$ cat config.mk
export PLATFORM = sky130hd
export DESIGN_NAME = ordered_dither_raster_packer
export DESIGN_NICKNAME = d
export VERILOG_FILES = /design/src/rtl/odrp_pkg.sv /design/src/rtl/odrp_front.sv /design/src/rtl/odrp_queue.sv /design/src/rtl/odrp_back.sv /design/src/rtl/ordered_dither_raster_packer.sv
export SDC_FILE = /design/constraint.sdc
export NUM_CORES = 1
export LEC_CHECK = 0
export BUFFER_PORTS_ARGS = -buffer_cell sky130_fd_sc_hd__buf_4
export CAP_MARGIN = 20
export CORE_MARGIN = 1.5
export CORE_UTILIZATION = 40
export DETAILED_ROUTE_END_ITERATION = 10
export PLACE_DENSITY = 0.56
export SLEW_MARGIN = 20
export SYNTH_ARGS = -nofsm -noshare
export SYNTH_HDL_FRONTEND = slang
export SYNTH_SLANG_ARGS = --single-unit
$ cat constraint.sdc
create_clock -name clk_i -period 7.86 [get_ports clk_i]
set_input_delay 1.179 -clock clk_i [delete_from_list [all_inputs] [get_ports clk_i]]
set_output_delay 1.179 -clock clk_i [all_outputs]
set_load 0.01 [all_outputs]
$ cat src/rtl/odrp_pkg.sv
// ----------------------------------------------------------------------------
// odrp_pkg
// Shared types, register indexes and the dither pattern table of the
// ordered-dither raster packer.
// ----------------------------------------------------------------------------
package odrp_pkg;

  // Configuration register indexes and widths.
  localparam int CfgIdxW = 3;
  localparam int SizeW   = 13;

  localparam logic [CfgIdxW-1:0] RegColorMode = 3'd0;
  localparam logic [CfgIdxW-1:0] RegXPhase    = 3'd1;
  localparam logic [CfgIdxW-1:0] RegYPhase    = 3'd2;
  localparam logic [CfgIdxW-1:0] RegRowWidth  = 3'd3;
  localparam logic [CfgIdxW-1:0] RegImageRows = 3'd4;

  // Luma weights and the reciprocal that replaces the divide by 100.
  localparam int SumW      = 15;
  localparam int LumaR     = 30;
  localparam int LumaG     = 59;
  localparam int LumaB     = 11;
  localparam int DivMagicW = 13;
  localparam int DivMagic  = 5243;
  localparam int DivShift  = 19;
  localparam int ProdW     = SumW + DivMagicW;

  // Shade scaling: shade = luma * 26 / 256.
  localparam int ShadeCount = 26;
  localparam int ShadeW     = 5;
  localparam int ShadeProdW = 13;

  // Depth of the queue between the front and the back.
  localparam int QueueDepth = 4;
  localparam int QPtrW      = 2;
  localparam int QCntW      = 3;

  // Black-density patterns, darkest last; a set bit marks a black position
  // at shade (ShadeCount - 1 - index). Bit 7 is the leftmost column.
  localparam logic [7:0] DensityPat [ShadeCount][8] = '{
    '{8'h00, 8'h00, 8'h00, 8'h00, 8'h00, 8'h00, 8'h00, 8'h00},
    '{8'h00, 8'h00, 8'h20, 8'h00, 8'h00, 8'h00, 8'h04, 8'h00},
    '{8'h00, 8'h04, 8'h40, 8'h00, 8'h00, 8'h04, 8'h20, 8'h00},
    '{8'h00, 8'h08, 8'h41, 8'h10, 8'h00, 8'h02, 8'h20, 8'h00},
    '{8'h00, 8'h14, 8'h41, 8'h00, 8'h00, 8'h41, 8'h14, 8'h00},
    '{8'h00, 8'h14, 8'h41, 8'h08, 8'h20, 8'h82, 8'h20, 8'h08},
    '{8'h22, 8'h80, 8'h09, 8'h20, 8'h02, 8'h90, 8'h04, 8'h21},
    '{8'h24, 8'h82, 8'h10, 8'h49, 8'h00, 8'h82, 8'h10, 8'h45},
    '{8'h24, 8'h81, 8'h14, 8'h41, 8'h14, 8'h81, 8'h28, 8'h82},
    '{8'h29, 8'h80, 8'h29, 8'h82, 8'h08, 8'h22, 8'h89, 8'h54},
    '{8'h29, 8'h80, 8'h29, 8'h92, 8'h48, 8'h22, 8'h89, 8'h54},
    '{8'h29, 8'h84, 8'h29, 8'h92, 8'h48, 8'h32, 8'h89, 8'h54},
    '{8'h2A, 8'hC8, 8'h23, 8'h94, 8'h25, 8'hA8, 8'h13, 8'hC4},
    '{8'h2A, 8'hC8, 8'h23, 8'h94, 8'h67, 8'hA8, 8'h13, 8'hC4},
    '{8'h2A, 8'hCC, 8'h23, 8'h94, 8'h25, 8'hA8, 8'h13, 8'hD4},
    '{8'h35, 8'h8A, 8'h53, 8'hAA, 8'h25, 8'hCC, 8'h55, 8'hAA},
    '{8'h35, 8'hAA, 8'h53, 8'hAA, 8'h65, 8'hCC, 8'h55, 8'hAA},
    '{8'h75, 8'hAA, 8'h53, 8'hAA, 8'h65, 8'hCC, 8'h55, 8'hAB},
    '{8'h75, 8'hAA, 8'h57, 8'hAA, 8'h75, 8'hCE, 8'h55, 8'hAA},
    '{8'hB6, 8'h4B, 8'hB5, 8'hDE, 8'h65, 8'hBB, 8'hD6, 8'hAB},
    '{8'hB6, 8'h6B, 8'hB5, 8'hDE, 8'h6D, 8'hBB, 8'hD6, 8'hAB},
    '{8'hB6, 8'hEB, 8'hB5, 8'hDE, 8'h6D, 8'hBB, 8'hD6, 8'hBB},
    '{8'hB6, 8'hEB, 8'hBD, 8'hDE, 8'h6D, 8'hFB, 8'hD6, 8'hBB},
    '{8'hB6, 8'hFB, 8'hBD, 8'hDE, 8'h6F, 8'hFB, 8'hD6, 8'hBB},
    '{8'hB7, 8'hFB, 8'hBD, 8'hDE, 8'h6F, 8'hFB, 8'hD7, 8'hBB},
    '{8'hFF, 8'hFF, 8'hFF, 8'hFF, 8'hFF, 8'hFF, 8'hFF, 8'hFF}
  };

  // Configuration register contents.
  typedef struct packed {
    logic             color_mode;
    logic [2:0]       x_phase;
    logic [2:0]       y_phase;
    logic [SizeW-1:0] row_width;
    logic [SizeW-1:0] image_rows;
  } odrp_cfg_t;

  // Per-pixel control that travels with a pixel through the front pipeline.
  typedef struct packed {
    logic       color;
    logic [2:0] pos;
    logic       emit;
    logic       row_end;
    logic       image_end;
    logic [2:0] row_phase;
    logic [2:0] col_phase;
  } odrp_tag_t;

  // One queue entry: a mono byte in byte0, or the B, G, R bytes of a pixel.
  typedef struct packed {
    logic       color;
    logic [7:0] byte2;
    logic [7:0] byte1;
    logic [7:0] byte0;
    logic       row_end;
    logic       image_end;
  } odrp_entry_t;

  // True when the pattern marks this position black at this shade.
  function automatic logic pattern_dark(input logic [ShadeW-1:0] shade,
                                        input logic [2:0] row_phase,
                                        input logic [2:0] col_phase);
    logic [ShadeW-1:0] idx;
    logic [7:0]        prow;
    idx  = ShadeW'(ShadeCount - 1) - shade;
    prow = DensityPat[idx][row_phase];
    return prow[~col_phase];
  endfunction

endpackage

$ cat src/rtl/odrp_front.sv
// ----------------------------------------------------------------------------
// odrp_front
// Accepts pixels, tracks the raster position, computes luma and the dither
// bit, packs mono bytes and hands finished entries to the queue.
// ----------------------------------------------------------------------------
module odrp_front #(
  parameter int MAX_WIDTH = 4096,
  parameter int MAX_ROWS  = 4096
) (
  input  logic               clk_i,
  input  logic               rst_ni,
  input  odrp_pkg::odrp_cfg_t cfg_i,
  input  logic               accept_i,
  input  logic [7:0]         red_i,
  input  logic [7:0]         green_i,
  input  logic [7:0]         blue_i,
  output logic [1:0]         inflight_o,
  output logic               entry_valid_o,
  output odrp_pkg::odrp_entry_t entry_o
);
  import odrp_pkg::*;

  localparam int CW  = $clog2(MAX_WIDTH);
  localparam int RCW = (MAX_ROWS > 1) ? $clog2(MAX_ROWS) : 1;
  localparam int WW  = (CW + 1 > SizeW) ? CW + 1 : SizeW;
  localparam int HW  = (RCW + 1 > SizeW) ? RCW + 1 : SizeW;

  logic [CW-1:0]  col_q, col_d;
  logic [RCW-1:0] row_q, row_d;
  logic [WW-1:0]  w_last;
  logic [HW-1:0]  h_last;
  logic           last_col, last_row;
  logic [SumW-1:0] sum;
  odrp_tag_t      tag;

  logic            v1_q, v2_q;
  odrp_tag_t       tag1_q, tag2_q;
  logic [23:0]     rgb1_q, rgb2_q;
  logic [SumW-1:0] sum1_q;
  logic [7:0]      luma2_q;
  logic [ProdW-1:0] div_prod;

  logic [ShadeProdW-1:0] shade_prod;
  logic [ShadeW-1:0]     shade;
  logic [7:0]            acc_q, acc_d, acc_base, acc_new;
  logic                  dark;

  // Effective last column and row, with out-of-range sizes clamped.
  always_comb begin
    if (cfg_i.row_width == '0) begin
      w_last = '0;
    end else if (WW'(cfg_i.row_width) > WW'(MAX_WIDTH)) begin
      w_last = WW'(MAX_WIDTH - 1);
    end else begin
      w_last = WW'(cfg_i.row_width) - WW'(1);
    end
    if (cfg_i.image_rows == '0) begin
      h_last = '0;
    end else if (HW'(cfg_i.image_rows) > HW'(MAX_ROWS)) begin
      h_last = HW'(MAX_ROWS - 1);
    end else begin
      h_last = HW'(cfg_i.image_rows) - HW'(1);
    end
  end

  assign last_col = WW'(col_q) >= w_last;
  assign last_row = HW'(row_q) >= h_last;

  // Classify the incoming pixel.
  always_comb begin
    tag.color     = cfg_i.color_mode;
    tag.pos       = col_q[2:0];
    tag.emit      = cfg_i.color_mode || (col_q[2:0] == 3'd7) || last_col;
    tag.row_end   = last_col;
    tag.image_end = last_col && last_row;
    tag.row_phase = cfg_i.y_phase + 3'(row_q);
    tag.col_phase = cfg_i.x_phase + col_q[2:0];
  end

  assign sum = SumW'(red_i) * SumW'(LumaR) + SumW'(green_i) * SumW'(LumaG)
             + SumW'(blue_i) * SumW'(LumaB);

  // Raster position update.
  always_comb begin
    col_d = col_q;
    row_d = row_q;
    if (accept_i) begin
      if (last_col) begin
        col_d = '0;
        row_d = last_row ? '0 : row_q + RCW'(1);
      end else begin
        col_d = col_q + CW'(1);
      end
    end
  end

  always_ff @(posedge clk_i or negedge rst_ni) begin
    if (!rst_ni) begin
      col_q <= '0;
      row_q <= '0;
      v1_q  <= 1'b0;
      v2_q  <= 1'b0;
    end else begin
      col_q <= col_d;
      row_q <= row_d;
      v1_q  <= accept_i;
      v2_q  <= v1_q;
    end
  end

  // Stage one: weighted sum; stage two: divide by 100 via reciprocal.
  assign div_prod = ProdW'(sum1_q) * ProdW'(DivMagic);

  always_ff @(posedge clk_i) begin
    tag1_q  <= tag;
    rgb1_q  <= {red_i, green_i, blue_i};
    sum1_q  <= sum;
    tag2_q  <= tag1_q;
    rgb2_q  <= rgb1_q;
    luma2_q <= div_prod[DivShift +: 8];
  end

  // Stage three: shade, pattern bit and byte packing.
  assign shade_prod = ShadeProdW'(luma2_q) * ShadeProdW'(ShadeCount);
  assign shade      = shade_prod[8 +: ShadeW];
  assign dark       = pattern_dark(shade, tag2_q.row_phase, tag2_q.col_phase);

  always_comb begin
    acc_base = (tag2_q.pos == 3'd0) ? 8'hFF : acc_q;
    acc_new  = acc_base;
    if (dark) begin
      acc_new[~tag2_q.pos] = 1'b0;
    end
    acc_d = acc_q;
    if (v2_q) begin
      acc_d = (tag2_q.color || tag2_q.emit) ? 8'hFF : acc_new;
    end
  end

  always_ff @(posedge clk_i or negedge rst_ni) begin
    if (!rst_ni) begin
      acc_q <= 8'hFF;
    end else begin
      acc_q <= acc_d;
    end
  end

  // Entry toward the queue.
  always_comb begin
    entry_o.color     = tag2_q.color;
    entry_o.byte2     = rgb2_q[23:16];
    entry_o.byte1     = rgb2_q[15:8];
    entry_o.byte0     = tag2_q.color ? rgb2_q[7:0] : acc_new;
    entry_o.row_end   = tag2_q.row_end;
    entry_o.image_end = tag2_q.image_end;
  end

  assign entry_valid_o = v2_q && tag2_q.emit;
  assign inflight_o    = {1'b0, v1_q} + {1'b0, v2_q};

endmodule

$ cat src/rtl/odrp_queue.sv
// ----------------------------------------------------------------------------
// odrp_queue
// Short first-in first-out queue of entries between the front and the back.
// ----------------------------------------------------------------------------
module odrp_queue (
  input  logic                  clk_i,
  input  logic                  rst_ni,
  input  logic                  wr_en_i,
  input  odrp_pkg::odrp_entry_t wr_entry_i,
  input  logic                  rd_en_i,
  output odrp_pkg::odrp_entry_t head_o,
  output logic                  empty_o,
  output logic [odrp_pkg::QCntW-1:0] count_o
);
  import odrp_pkg::*;

  odrp_entry_t      slots_q [QueueDepth];
  logic [QPtrW-1:0] wr_ptr_q, rd_ptr_q;
  logic [QCntW-1:0] count_q;

  // Entry storage.
  always_ff @(posedge clk_i) begin
    if (wr_en_i) begin
      slots_q[wr_ptr_q] <= wr_entry_i;
    end
  end

  // Pointers and fill count.
  always_ff @(posedge clk_i or negedge rst_ni) begin
    if (!rst_ni) begin
      wr_ptr_q <= '0;
      rd_ptr_q <= '0;
      count_q  <= '0;
    end else begin
      if (wr_en_i) begin
        wr_ptr_q <= wr_ptr_q + QPtrW'(1);
      end
      if (rd_en_i) begin
        rd_ptr_q <= rd_ptr_q + QPtrW'(1);
      end
      count_q <= count_q + QCntW'(wr_en_i) - QCntW'(rd_en_i);
    end
  end

  assign head_o  = slots_q[rd_ptr_q];
  assign empty_o = (count_q == '0);
  assign count_o = count_q;

endmodule

$ cat src/rtl/odrp_back.sv
// ----------------------------------------------------------------------------
// odrp_back
// Expands queue entries into output bytes: one byte for a mono entry, the
// blue, green and red bytes for a color entry, held in an output register.
// ----------------------------------------------------------------------------
module odrp_back (
  input  logic                  clk_i,
  input  logic                  rst_ni,
  input  odrp_pkg::odrp_entry_t head_i,
  input  logic                  q_empty_i,
  output logic                  q_pop_o,
  input  logic                  pop,
  output logic                  empty,
  output logic [7:0]            data_byte_o,
  output logic                  row_end_o,
  output logic                  image_end_o,
  output logic                  run_last_o
);
  import odrp_pkg::*;

  logic       valid_q, valid_d;
  logic [1:0] beat_q, beat_d;
  logic       load, last_beat;
  logic [7:0] byte_sel;
  logic [7:0] data_q;
  logic       row_end_q, image_end_q, run_last_q;

  assign load      = !q_empty_i && (!valid_q || pop);
  assign last_beat = !head_i.color || (beat_q == 2'd2);

  // Byte of the current beat.
  always_comb begin
    case (beat_q)
      2'd1:    byte_sel = head_i.byte1;
      2'd2:    byte_sel = head_i.byte2;
      default: byte_sel = head_i.byte0;
    endcase
  end

  always_comb begin
    valid_d = valid_q;
    beat_d  = beat_q;
    if (load) begin
      valid_d = 1'b1;
      beat_d  = last_beat ? 2'd0 : beat_q + 2'd1;
    end else if (pop && valid_q) begin
      valid_d = 1'b0;
    end
  end

  always_ff @(posedge clk_i or negedge rst_ni) begin
    if (!rst_ni) begin
      valid_q <= 1'b0;
      beat_q  <= 2'd0;
    end else begin
      valid_q <= valid_d;
      beat_q  <= beat_d;
    end
  end

  // Output register.
  always_ff @(posedge clk_i) begin
    if (load) begin
      data_q      <= byte_sel;
      row_end_q   <= last_beat && head_i.row_end;
      image_end_q <= last_beat && head_i.image_end;
      run_last_q  <= last_beat;
    end
  end

  assign q_pop_o     = load && last_beat;
  assign empty       = !valid_q;
  assign data_byte_o = data_q;
  assign row_end_o   = row_end_q;
  assign image_end_o = image_end_q;
  assign run_last_o  = run_last_q;

endmodule

$ cat src/rtl/ordered_dither_raster_packer.sv
// ----------------------------------------------------------------------------
// ordered_dither_raster_packer
// Turns a row-ordered RGB pixel stream into BGR bytes or 8x8 ordered-dither
// monochrome bytes packed eight pixels to a byte.
//
//   Channel  | Handshake                 | Payload
//   ---------+---------------------------+-----------------------------------
//   pixel in | push / full               | red_i, green_i, blue_i
//   byte out | empty / pop               | data_byte_o, row_end_o,
//            |                           | image_end_o, run_last_o
//   config   | cfg_valid_i / cfg_ready_o | cfg_index_i, cfg_data_i
//
// Mono mode takes one pixel per cycle while full is low; color mode gives
// three bytes per pixel, moved one byte per cycle while pop is high.
// A pixel goes through the stage-one and stage-two registers to the queue,
// then the output register. Full is asserted from the queue fill count plus
// pixels still in the front pipeline, so the front never stalls internally.
// Reset clears the raster position, the byte being packed and the queue.
// ----------------------------------------------------------------------------
module ordered_dither_raster_packer #(
  parameter int MAX_WIDTH = 4096,
  parameter int MAX_ROWS  = 4096
) (
  input  logic                           clk_i,
  input  logic                           rst_ni,
  input  logic                           cfg_valid_i,
  output logic                           cfg_ready_o,
  input  logic [odrp_pkg::CfgIdxW-1:0]   cfg_index_i,
  input  logic [odrp_pkg::SizeW-1:0]     cfg_data_i,
  input  logic                           push,
  output logic                           full,
  input  logic [7:0]                     red_i,
  input  logic [7:0]                     green_i,
  input  logic [7:0]                     blue_i,
  output logic                           empty,
  input  logic                           pop,
  output logic [7:0]                     data_byte_o,
  output logic                           row_end_o,
  output logic                           image_end_o,
  output logic                           run_last_o
);
  import odrp_pkg::*;

  odrp_cfg_t        cfg_q;
  logic             accept;
  logic [1:0]       inflight;
  logic             entry_valid;
  odrp_entry_t      entry, head;
  logic             q_empty, q_pop;
  logic [QCntW-1:0] q_count;

  // Configuration registers.
  assign cfg_ready_o = 1'b1;

  always_ff @(posedge clk_i or negedge rst_ni) begin
    if (!rst_ni) begin
      cfg_q.color_mode <= 1'b0;
      cfg_q.x_phase    <= 3'd0;
      cfg_q.y_phase    <= 3'd0;
      cfg_q.row_width  <= SizeW'(1);
      cfg_q.image_rows <= SizeW'(1);
    end else if (cfg_valid_i && cfg_ready_o) begin
      unique case (cfg_index_i)
        RegColorMode: cfg_q.color_mode <= cfg_data_i[0];
        RegXPhase:    cfg_q.x_phase    <= cfg_data_i[2:0];
        RegYPhase:    cfg_q.y_phase    <= cfg_data_i[2:0];
        RegRowWidth:  cfg_q.row_width  <= cfg_data_i;
        RegImageRows: cfg_q.image_rows <= cfg_data_i;
        default: ;
      endcase
    end
  end

  // Input credit: queue entries plus pixels still in the front pipeline.
  assign full   = ({1'b0, q_count} + (QCntW + 1)'(inflight)) >= (QCntW + 1)'(QueueDepth);
  assign accept = push && !full;

  odrp_front #(
    .MAX_WIDTH(MAX_WIDTH),
    .MAX_ROWS (MAX_ROWS)
  ) u_front (
    .clk_i        (clk_i),
    .rst_ni       (rst_ni),
    .cfg_i        (cfg_q),
    .accept_i     (accept),
    .red_i        (red_i),
    .green_i      (green_i),
    .blue_i       (blue_i),
    .inflight_o   (inflight),
    .entry_valid_o(entry_valid),
    .entry_o      (entry)
  );

  odrp_queue u_queue (
    .clk_i     (clk_i),
    .rst_ni    (rst_ni),
    .wr_en_i   (entry_valid),
    .wr_entry_i(entry),
    .rd_en_i   (q_pop),
    .head_o    (head),
    .empty_o   (q_empty),
    .count_o   (q_count)
  );

  odrp_back u_back (
    .clk_i      (clk_i),
    .rst_ni     (rst_ni),
    .head_i     (head),
    .q_empty_i  (q_empty),
    .q_pop_o    (q_pop),
    .pop        (pop),
    .empty      (empty),
    .data_byte_o(data_byte_o),
    .row_end_o  (row_end_o),
    .image_end_o(image_end_o),
    .run_last_o (run_last_o)
  );

endmodule

==> qor.txt <==
Clk slew on worst S/H paths -> 0.06 ns
FF-to-FF Start -> u_front.luma2_q[2]
Slowest stage delay, CP -> 0.79 ns
Hold Path End -> u_front.rgb2_q[9]
Clock buffer depth -> 3
Critical path arrival -> 6.93 ns
Status -> complete, no violations
Final ANT Viol Nets -> 0
Post-synthesis sequential area ratio -> 37.2%
Gates resized, CTS repair -> 0
Kind of critical path -> flip-flop to flip-flop
Clk sinks -> 293
Synthesized area per cell -> 11.1 um2
Top_reg_cell synth -> edfxtp_1
Fin Setup TNS -> 0 ns
EDFF count, synth -> 119
Main area contributors after synthesis -> edfxtp_1 (18%), ha_1 (14%), fa_1 (14%)
Starting Density -> 40.7%
# fillers -> 4586
HPWL after DPL -> 32800 um
Crit path launch type -> flip-flop
Most common cell in the netlist -> inv_1
First-pass GRT wire length -> 71600 um
Worst rel slew slack -> 32.2%
Final setup fails -> 0
Final hold violation count -> 0
Die height -> 227 um
Die ar. -> 51400 um2
Synth area leader -> edfxtp_1
Hold/Removal Path Class -> flip-flop to flip-flop
Vias -> 13000
Worst path slowest cell -> xor3_1
Post-synthesis to final-layout area growth -> 11.0%
DIE WIDTH -> 227 um
Crit path top cell by count -> ha_1
Setup slack, reg-to-reg -> 1.27 ns
Clock Root Buffer -> clkbuf_16
RSZ-0062 raised after global routing -> false
Post-synth top area share -> 17.8%
Clk Latency, worst-skew pair -> 0.58 ns
Worst Clk Skew -> 0.00898 ns
IO Port Bufs -> 57
Hold_buf cts -> 0
H-Tree Depth -> 1
Area after DPL -> 21100 um2
Ports -> 59
1st-pass router iterations -> 5
CTS buffer count -> 31
Post-route cell area -> 22200 um2
Routed len/inst -> 17.2 um
TritonCTS clock tree -> yes
Vias in the first global route -> 13300
Synth warnings -> 0
F_max -> 0.152 GHz
FP Rows -> 81
Synth Register Bits -> 293
Iteration-0 DRC Markers -> 682
Post-synthesis cell type count -> 90
Slew @ Worst Pin -> 1.01 ns
Hold path cells -> 0
Ratio of cells with drive above 1 in the final layout -> 12.2%
Synthesized instance count -> 1800
Reg-to-reg endpoint -> u_queue.slots_q[1][6]
Fin crit share -> 83.8%
Final #Nets -> 2254
DRC viols -> 0
Register Area -> 7460 um2
Total GRT Usage -> 17.7%
Multi-input logic area -> 11200 um2
Mapped Nets -> 2213
Core ar. -> 49200 um2
Vias/cell -> 5.15
RD Place Congestion -> 0.898
Initial antenna violation count -> 3
Post-Syn Area -> 20000 um2
Largest net degree at the start of global routing -> 78
CP Capture Type -> flip-flop
Number of max-cap violations -> 0
Setup Buffers After CTS -> 0
Top post-synthesis cells by count -> inv_1 (285), ha_1 (229), fa_1 (139)
Max Slew Vio Count -> 0
Crit-path cells -> ha_1 -> inv_1 -> fa_1 -> inv_1 -> ha_1 -> nand4_1 -> a211oi_4 -> a21oi_2 -> o21a_1 -> xor2_1 -> ha_1 -> xor3_1 -> nand2_1 -> a311o_1 -> a21oi_1 -> a311oi_1 -> o41a_1 -> o211ai_4 -> nor2_1 -> a21oi_1
CP max FO -> 18
CP required -> 8.20 ns
GRT Residual Overflow -> 0
Min cycle time layout -> 6.59 ns
Asr flop ratio synth -> 26.3%
Hold_sp -> u_front.rgb1_q[9]
Worst R2R Path Depth -> 20
Routed WL -> 43700 um
-- critical path: cells and delay by family, from the launching register on --
family          cells  cell delay, ns
flops               1            0.33
compound gates      9            2.90
buf+inv             2            0.09
fa+ha+maj           4            1.40
simple gates        3            0.49
xor+xnor            2            1.12
-- layout make-up --
cell class	instances	area share, %
flip-flops and latches	293	33.5
well taps	664	3.74
diodes	2	0.0225
inverters	286	4.83
repair buffers	73	2.48
multi-input cells	1156	50.6
clock buffers	39	4.05
clock inverters	19	0.782
-- worst max path at each step --
| stage | start | end |
|---|---|---|
| 3_5_place_dp | red_i[0] | u_front.sum1_q[14] |
| 6_report | u_front.luma2_q[2] | u_queue.slots_q[1][6] |
| 5_1_grt | u_front.luma2_q[2] | u_queue.slots_q[1][3] |
| 2_1_floorplan | red_i[0] | u_front.sum1_q[14] |
| 4_1_cts | u_front.luma2_q[2] | u_queue.slots_q[1][3] |
| 3_3_place_gp | red_i[0] | u_front.sum1_q[14] |
-- logic make-up (layout without fill, tap and decap cells) --
logic type	after synthesis	after routing	synth area share (%)
muxes	63	63	5.05
adders and majority gates	370	370	28.3
DFF	293	293	37.2
and+or+nand+nor	336	336	8.39
buffers and inverters	351	417	6.73
xor gates and xnor gates	60	60	2.81
AOI/OAI and AO/OA	326	326	11.5
other	1	3	0.0187
-- cell usage in the layout (no fill, tap or decap), types with 27 or more instances in the layout --
cell type,netlist,final
mux2_2,32,32
dfrtp_1,67,66
o21ai_0,62,62
mux4_2,27,27
buf_4,3,72
nand2_1,84,84
a21oi_1,65,65
dfxtp_1,97,97
inv_1,285,285
xnor2_1,36,36
nand3_1,30,30
edfxtp_1,119,119
clkbuf_16,0,34
ha_1,229,229
nor2_1,76,76
fa_1,139,139
-- flip-flops by register name, indices dropped and copies added, names as in the netlist, 10 cells and up --
register,flops
u_front.sum1_q,15
u_front.tag2_q,10
u_front.tag1_q,13
u_queue.slots_q,108
u_front.row_q,12
cfg_q,33
u_front.col_q,12
u_front.rgb1_q,24
u_front.rgb2_q,24
-- stage by stage --
stage	worst slack (ns)	std cells	util (%)	hold slack [ns]
global placement	1.05	2472	43.0	0.310
finish	1.27	2532	45.2	0.323
global route	0.898	2532	45.2	0.328
CTS	1.27	2530	45.2	0.327
detailed placement	1.02	2472	43.0	0.312
floorplan	1.55	1800	-	0.310
-- routing by layer --
metal,up-vias,wire length [um],track usage (%)
met5,-,13,0
met4,2,1090,4.82
met3,71,2050,2.92
met2,266,20000,27.9
met1,6371,20500,25.0
li1,6339,-,-
Power is not shown: default switching activity piles up to over one toggle a cycle in this logic, so the estimate is an artifact.
